**config.mk**
```make
export PLATFORM = sky130hd
export DESIGN_NAME = gcd_isqrt
export DESIGN_NICKNAME = d
export VERILOG_FILES = /design/src/design/gcd_pkg.sv /design/src/design/gcd_isqrt.sv
export SDC_FILE = /design/constraint.sdc
export NUM_CORES = 2
export LEC_CHECK = 0
export ABC_CLOCK_PERIOD_IN_PS = 5000
export BUFFER_PORTS_ARGS = -buffer_cell sky130_fd_sc_hd__buf_2
export CORE_MARGIN = 2
export CORE_UTILIZATION = 40
export DETAILED_ROUTE_END_ITERATION = 7
export PLACE_DENSITY = 0.64
export RECOVER_POWER = 25
export SKIP_CTS_REPAIR_TIMING = 1
export SLEW_MARGIN = 10
export SYNTH_ARGS = -nofsm -noshare
export SYNTH_HDL_FRONTEND = slang
export SYNTH_SLANG_ARGS = --single-unit
```
**constraint.sdc**
```tcl
create_clock -name clk_i -period 5 [get_ports clk_i]
set_clock_uncertainty 0.2 [all_clocks]
set_input_delay 0.25 -clock clk_i [delete_from_list [all_inputs] [get_ports clk_i]]
set_output_delay 0.25 -clock clk_i [all_outputs]
set_load 0.05 [all_outputs]
```
**src/design/gcd_pkg.sv**
```systemverilog
// Shared constants, widths and the arctangent table of the great-circle distance core.
`default_nettype none
package gcd_pkg;

  localparam int ANGLE_FRAC_BITS = 23;
  localparam int CORDIC_STEPS    = 24;
  localparam int WORK_FRAC       = 29;

  localparam int DEG_W   = 40;
  localparam int MAG_W   = 36;
  localparam int HALF_MW = MAG_W / 2;
  localparam int ANG_W   = 34;
  localparam int RAD_K_W = 28;
  localparam int SQ_W    = 62;
  localparam int SQ_STEPS = 31;
  localparam int H_W     = 31;

  localparam int LAT_SHIFT  = WORK_FRAC - ANGLE_FRAC_BITS;
  localparam int DIFF_SHIFT = WORK_FRAC - ANGLE_FRAC_BITS - 1;

  localparam logic signed [DEG_W-1:0] FULL_Q29    = DEG_W'(64'sd360 <<< WORK_FRAC);
  localparam logic signed [DEG_W-1:0] HALF_Q29    = DEG_W'(64'sd180 <<< WORK_FRAC);
  localparam logic signed [DEG_W-1:0] QUARTER_Q29 = DEG_W'(64'sd90 <<< WORK_FRAC);

  localparam logic [RAD_K_W-1:0]    RAD_PER_DEG_Q33 = RAD_K_W'(149922641);
  localparam logic signed [ANG_W-1:0] CORDIC_GAIN_INV = ANG_W'(34'sh026DD3B6A);
  localparam logic [H_W-1:0]        ONE_Q30 = H_W'(31'h4000_0000);

  localparam int SC_LAT = CORDIC_STEPS + 4;
  localparam int HAV_LAT = 3;
  localparam int VLD_LEN = SC_LAT + HAV_LAT + SQ_STEPS + CORDIC_STEPS + 2;

  function automatic logic signed [ANG_W-1:0] atan_q30(input logic [4:0] idx);
    logic [31:0] v;
    unique case (idx)
      5'd0:  v = 32'h3243F6A8;
      5'd1:  v = 32'h1DAC6705;
      5'd2:  v = 32'h0FADBAFC;
      5'd3:  v = 32'h07F56EA6;
      5'd4:  v = 32'h03FEAB76;
      5'd5:  v = 32'h01FFD55B;
      5'd6:  v = 32'h00FFFAAA;
      5'd7:  v = 32'h007FFF55;
      5'd8:  v = 32'h003FFFEA;
      5'd9:  v = 32'h001FFFFD;
      5'd10: v = 32'h000FFFFF;
      5'd11: v = 32'h0007FFFF;
      5'd12: v = 32'h0003FFFF;
      5'd13: v = 32'h0001FFFF;
      5'd14: v = 32'h0000FFFF;
      5'd15: v = 32'h00007FFF;
      5'd16: v = 32'h00003FFF;
      5'd17: v = 32'h00001FFF;
      5'd18: v = 32'h00000FFF;
      5'd19: v = 32'h000007FF;
      5'd20: v = 32'h000003FF;
      5'd21: v = 32'h000001FF;
      5'd22: v = 32'h000000FF;
      5'd23: v = 32'h0000007F;
      5'd24: v = 32'h0000003F;
      5'd25: v = 32'h0000001F;
      5'd26: v = 32'h0000000F;
      5'd27: v = 32'h00000008;
      5'd28: v = 32'h00000004;
      5'd29: v = 32'h00000002;
      5'd30: v = 32'h00000001;
      default: v = 32'h00000000;
    endcase
    return ANG_W'(signed'({1'b0, v}));
  endfunction

endpackage
`default_nettype wire

```
**src/design/gcd_isqrt.sv**
```systemverilog
// Pipelined bitwise integer square root of a Q30 value shifted up by 30 bits.
`default_nettype none
module gcd_isqrt
  import gcd_pkg::*;
(
  input  wire logic           clk_i,
  input  wire logic           en_i,
  input  wire logic [H_W-1:0] val_i,
  output logic [H_W-1:0]      root_o
);

  logic [SQ_W-1:0] v_q   [SQ_STEPS+1];
  logic [SQ_W-1:0] res_q [SQ_STEPS+1];

  assign v_q[0]   = {1'b0, val_i, 30'b0};
  assign res_q[0] = '0;

  for (genvar k = 0; k < SQ_STEPS; k++) begin : g_step
    localparam logic [SQ_W-1:0] Bit = SQ_W'(1) << (2 * (SQ_STEPS - 1 - k));
    logic [SQ_W-1:0] trial;
    assign trial = res_q[k] + Bit;
    always_ff @(posedge clk_i) begin
      if (en_i) begin
        if (v_q[k] >= trial) begin
          v_q[k+1]   <= v_q[k] - trial;
          res_q[k+1] <= (res_q[k] >> 1) + Bit;
        end else begin
          v_q[k+1]   <= v_q[k];
          res_q[k+1] <= res_q[k] >> 1;
        end
      end
    end
  end

  assign root_o = res_q[SQ_STEPS][H_W-1:0];

endmodule
`default_nettype wire

```
# [After elaboration in Yosys (flattened, before gate mapping)]
# Index checks and enable logic that the tools add are counted.
[classes] n_addsub=90 n_mux=61 order_cmp=31
[op_table] op="61-bit two-way mux" count=31
[op_table] op="62-bit >= comparator" count=30
[op_table] op="62-bit two-way mux" count=29
[op_table] op="62-bit subtractor" count=29
[op_table] op="61-bit by 11-bit adder with 62-bit output, second input constant" count=1
[op_table] op="61-bit by 13-bit adder with 62-bit output, second input constant" count=1
[op_table] op="61-bit by 15-bit adder with 62-bit output, second input constant" count=1
[op_table] op="61-bit by 17-bit adder with 62-bit output, second input constant" count=1
[op_table] op="61-bit by 19-bit adder with 62-bit output, second input constant" count=1
[op_table] op="61-bit by 21-bit adder with 62-bit output, second input constant" count=1
[op_table] op="61-bit by 23-bit adder with 62-bit output, second input constant" count=1
[op_table] op="61-bit by 25-bit adder with 62-bit output, second input constant" count=1
[op_table] op="61-bit by 27-bit adder with 62-bit output, second input constant" count=1
[op_table] op="61-bit by 29-bit adder with 62-bit output, second input constant" count=1
[op_table] op="61-bit by 3-bit adder with 62-bit output, second input constant" count=1
[op_table] op="61-bit by 31-bit adder with 62-bit output, second input constant" count=1
[op_table] op="61-bit by 33-bit adder with 62-bit output, second input constant" count=1
[op_table] op="61-bit by 35-bit adder with 62-bit output, second input constant" count=1
[op_table] op="61-bit by 37-bit adder with 62-bit output, second input constant" count=1
[op_table] op="61-bit by 39-bit adder with 62-bit output, second input constant" count=1
[op_table] op="61-bit by 41-bit adder with 62-bit output, second input constant" count=1
[op_table] op="61-bit by 43-bit adder with 62-bit output, second input constant" count=1
[op_table] op="61-bit by 45-bit adder with 62-bit output, second input constant" count=1
[op_table] op="61-bit by 47-bit adder with 62-bit output, second input constant" count=1
[op_table] op="other kinds (43)" count=43
[word_totals] out_inout_bits=31 regBits=3751 inputBits=33 word_cells=273

# [Longest topological paths before layout]
[logic_depth] depth_word=3 depth_mapped=16 depth_no_buf=15

# [Worst setup path after synthesis]
# No wires, ideal clock.
[synth_timing] path_kind="register to register" from="register v_q[296] (netlist name)" to="register v_q[194] (netlist name), data pin" path_slack_ps=1044 setup_ps=260 required_ps=4540 t_arrival_ps=3496 synth_period_minus_slack_ps=3956 path_stages_with_launch=10 n_path_buf=1 path_cell_list="edfxtp_1 -> or4_4 -> or4b_1 -> or2_1 -> or3_1 -> or3_1 -> or2_1 -> nor4_4 -> buf_4 -> mux2_2"
[synth_between] elab_chain_len=2
[synth_lines] element="start, declared" line_no="gcd_isqrt.sv:12" text="logic [SQ_W-1:0] v_q [SQ_STEPS+1];"
[synth_lines] element="start signal, assigned by index" line_no="gcd_isqrt.sv:25" text="v_q[k+1] <= v_q[k] - trial;"
[synth_lines] element="start signal, assigned by index" line_no="gcd_isqrt.sv:28" text="v_q[k+1] <= v_q[k];"
[synth_lines] element="62-bit >= comparator" line_no="gcd_isqrt.sv:24" text="if (v_q[k] >= trial) begin"
[synth_lines] element="62-bit two-way mux" line_no="gcd_isqrt.sv:24"
# Every way passes these cells.
# A chain may end at the register's enable or synchronous reset.

# [Worst setup path in the final report]
[layout_timing] from="register v_q[768] (netlist name)" to="register v_q[736] (netlist name), data pin"
[layout_between] elab_chain_len=2 elab_cells_between_ends=3 cone_classes="1 x add/sub; 1 x order compare; 1 x mux"
[layout_lines] element="62-bit subtractor / 62-bit >= comparator (equally long branches)" line_no="gcd_isqrt.sv:25, gcd_isqrt.sv:24"
[layout_lines] element="62-bit two-way mux *" line_no="gcd_isqrt.sv:24"
# Every way passes the cells marked *; elsewhere a longest branch is shown, timed or not.

==> impl_results.md <==
* Layout overhead on the synthesized area at 12.1%
* First-pass GRT wire length at ~300 mm
* Reg area at just under 50000 um^2
* Max FO, Critical Path at 5
* Largest net degree at the start of global routing at 155
* Latest clock arrival within the worst-skew pair at about 0.83 ns
* CTS clk-pin slew, worst paths at approximately 0.060 ns
* Die Y at 472 um
* H-Tree Level Count at 4
* Number of port buffers at 63
* CTS root buffer: clkbuf_16
* Synth top area cells: edfxtp_1, ha_1, xnor2_1, xor2_1, inv_1
* Worst hold start: res_q[904]
* Synth warn at 0
* Period minus WS final at ~4.7 ns
* Post-Syn Instances at roughly 7600
* Placed cells at between 10000 and 15000
* Total CTS buffers at about 170
* Critical path class: flip-flop to flip-flop
* Die width at between 400 and 500 um
* FF-to-FF path depth at 13
* Worst R2R Setup Slack at between 0.3 and 0.4 ns
* Pwr per Cell Area at 441 nW/um^2
* Mean routed wirelength per cell at between 15 and 20 um
* Avg Cell Area, Syn at approximately 12 um^2
* Layout filler cell count at between 15000 and 20000
* Final ANT Viol Nets at 0
* RSZ-0062 raised after global routing: no
* Layout cells sized above 1 at 6.65%
* Vias in the first global route at 57100
* Final Cycle Share at 93.8%
* Multi-input combinational cell area at between 30000 and 40000 um^2
* Critical Path AT at between 5 and 6 ns
* Slew Viols, Final at 100
* Share of Yosys cell area claimed by the top area cell type at 56.7%
* Slew HR at -131%
* Hold-critical path depth at 0
* Final Non-Filler Cells at about 11000
* Grt ovf at 0
* HP Class: flip-flop to flip-flop
* Drt drc at 0
* Io pins at 64
* Hold slack at roughly 0.23 ns
* R2r endpoint: v_q[736]
* CORE AREA at roughly 220000 um^2
* Max-cap violations at 1
* CTS sink cnt at approximately 1700
* Yosys cell types at 87
* Reg2Reg Launch Point: v_q[768]
* Synth async-reset ratio at 0%
* Failing checks: capacitance limit, slew limit
* Initial antenna violation count at 3
* Total power at 43300 uW
* Hold Path End: res_q[841]
* Die area at roughly 220000 um^2
* CP Capture Type: flip-flop
* Setup TNS at 0 ns
* Maximum VDD drop at 0.000378 V
* Vias per cell at 5.32
* # rows at ~170
* HPWL after detailed placement at approximately 140 mm
* EDFF count, synth at between 1500 and 2000
* Pleak at about 0.038 uW
* Post-Synthesis Cell Area at around 87000 um^2
* Vias at ~57000
* DRT Wirelength at 185 mm
* Final setup fails at 0
* Sequential cell area fraction in the yosys report at a little under three fifths
* Worst path required time at between 5 and 6 ns
* Final Hold Vio Count at 0
* Slew @ Worst Pin at about 3.5 ns
* GRT Overall Usage at between 15 and 20%
* Initial core utilization at 40.2%
* Most used flip-flop cell after synthesis: edfxtp_1
* Post-synthesis register bit count at about 1700
* Clock Tree Buf Depth at 3
* Most area-hungry cell type in the Yosys netlist: edfxtp_1
* Nets at 8334
* Initial DRT Pass Iterations at 5
* Peak Freq at around 210 MHz
* DRT iter0 DRCs at roughly 4400
* Gp weighted congestion at slightly above 0.9
* Outcome: complete, but fails checks
* Critical Path Source Type: flip-flop
* CTS tree: yes
layout make-up:
type                       count  area share (%)
antenna                        2         0.00511
clock buffer                 206            4.56
clock inverter               118            1.44
inverter                     631            2.42
multi-input combinational   5139            35.6
sequential                  1652            50.6
tap                         2854            3.64
timing repair buffer         196            1.68
synth_stat cells, types with 13 or more instances:
cell type / instances
inv_1: 631
fa_1: 14
nor3_1: 220
or3_1: 101
nand4b_1: 19
a21oi_1: 463
nor4b_1: 17
nor4_1: 155
nor2_1: 522
edfxtp_1: 1652
and2_1: 28
o31ai_1: 57
nor3b_1: 13
xnor2_1: 401
nand2b_1: 97
and3_1: 41
or2_2: 36
a211oi_1: 47
or4_1: 54
o21bai_1: 51
a31oi_1: 42
nand2_1: 579
o2111ai_1: 15
mux2_2: 68
o21a_1: 82
a21boi_0: 18
nand3b_1: 24
o211ai_1: 30
nand3_1: 106
xor2_1: 377
nor2b_1: 69
nand4_1: 77
a2111oi_0: 16
ha_1: 494
clkbuf_1: 150
o21ai_0: 414
o31a_1: 13
a21o_1: 222
worst max-delay path, stage by stage (launching register included):
cell	delay, ns
edfxtp_1	0.48
ha_1	0.27
fa_1	0.40
a21oi_1	0.24
nor2_1	0.10
o31ai_1	0.66
a211oi_1	0.24
nor3_1	0.40
o21bai_1	0.23
a221o_1	0.40
nor3b_1	0.22
buf_4	0.16
nor4b_1	0.31
xor2_1	0.12
kinds of logic after synthesis:
| group | synth area share, % |
|---|---|
| xor+xnor | 7.79 |
| flops | 56.7 |
| mux | 0.990 |
| simple gates | 12.5 |
| fa+ha+maj | 7.39 |
| other cells | 0.00429 |
| compound gates | 11.2 |
| buf+inv | 3.45 |
layout by cell type, fill, tap and decap left out, types with 106 or more instances in the layout:
cell type  netlist  final
nor3_1         220    219
clkbuf_16        0    174
xor2_1         377    377
nand3_1        106    106
nand2_1        579    579
nor4_1         155    155
xnor2_1        401    401
edfxtp_1      1652   1652
inv_1          631    631
o21ai_0        414    414
ha_1           494    494
a21oi_1        463    462
nor2_1         522    521
a21o_1         222    222
registers in the layout, summed over array words and instances (netlist names):
name,count
v_q,1156
res_q,465
root_o,31
layer usage:
layer	GRT usage [%]	part of all wire, %	vias to the layer above
li1	-	-	28200
met1	19.5	42	27400
met2	29.6	51	1376
met3	2.40	4.0	430
met4	6.53	3.6	0
met5	0	0	-
power breakdown:
group	switching (uW)	internal, uW	leakage [uW]	total [uW]
Sequential	1630	18000	0.0156	19700
Clock	5470	7650	0.00282	13100
Combinational	6070	4420	0.0191	10500
how the worst max path moves through the flow:
stage | start | end | slack [ns] | cells after the start
2_1_floorplan | v_q[296] | v_q[194] | 1.04 | 9
3_3_place_gp | v_q[768] | v_q[736] | 0.38 | 13
3_5_place_dp | v_q[768] | v_q[736] | 0.39 | 13
4_1_cts | v_q[768] | v_q[736] | 0.32 | 13
5_1_grt | v_q[768] | v_q[736] | 0.09 | 13
6_report | v_q[768] | v_q[736] | 0.31 | 13
per-stage QoR:
| stage | cell area, um^2 | setup slack [ns] | utilization (%) |
|---|---|---|---|
| 3_3_place_gp | 91500 | 0.385 | 42.1 |
| 5_1_grt | 98000 | 0.0872 | 45.1 |
| 3_5_place_dp | 91500 | 0.395 | 42.1 |
| 2_1_floorplan | 87500 | 1.04 | - |
| 6_report | 98000 | 0.312 | 45.1 |
| 4_1_cts | 97400 | 0.317 | 44.8 |
Note: power is estimated with default switching activity, not from simulation.
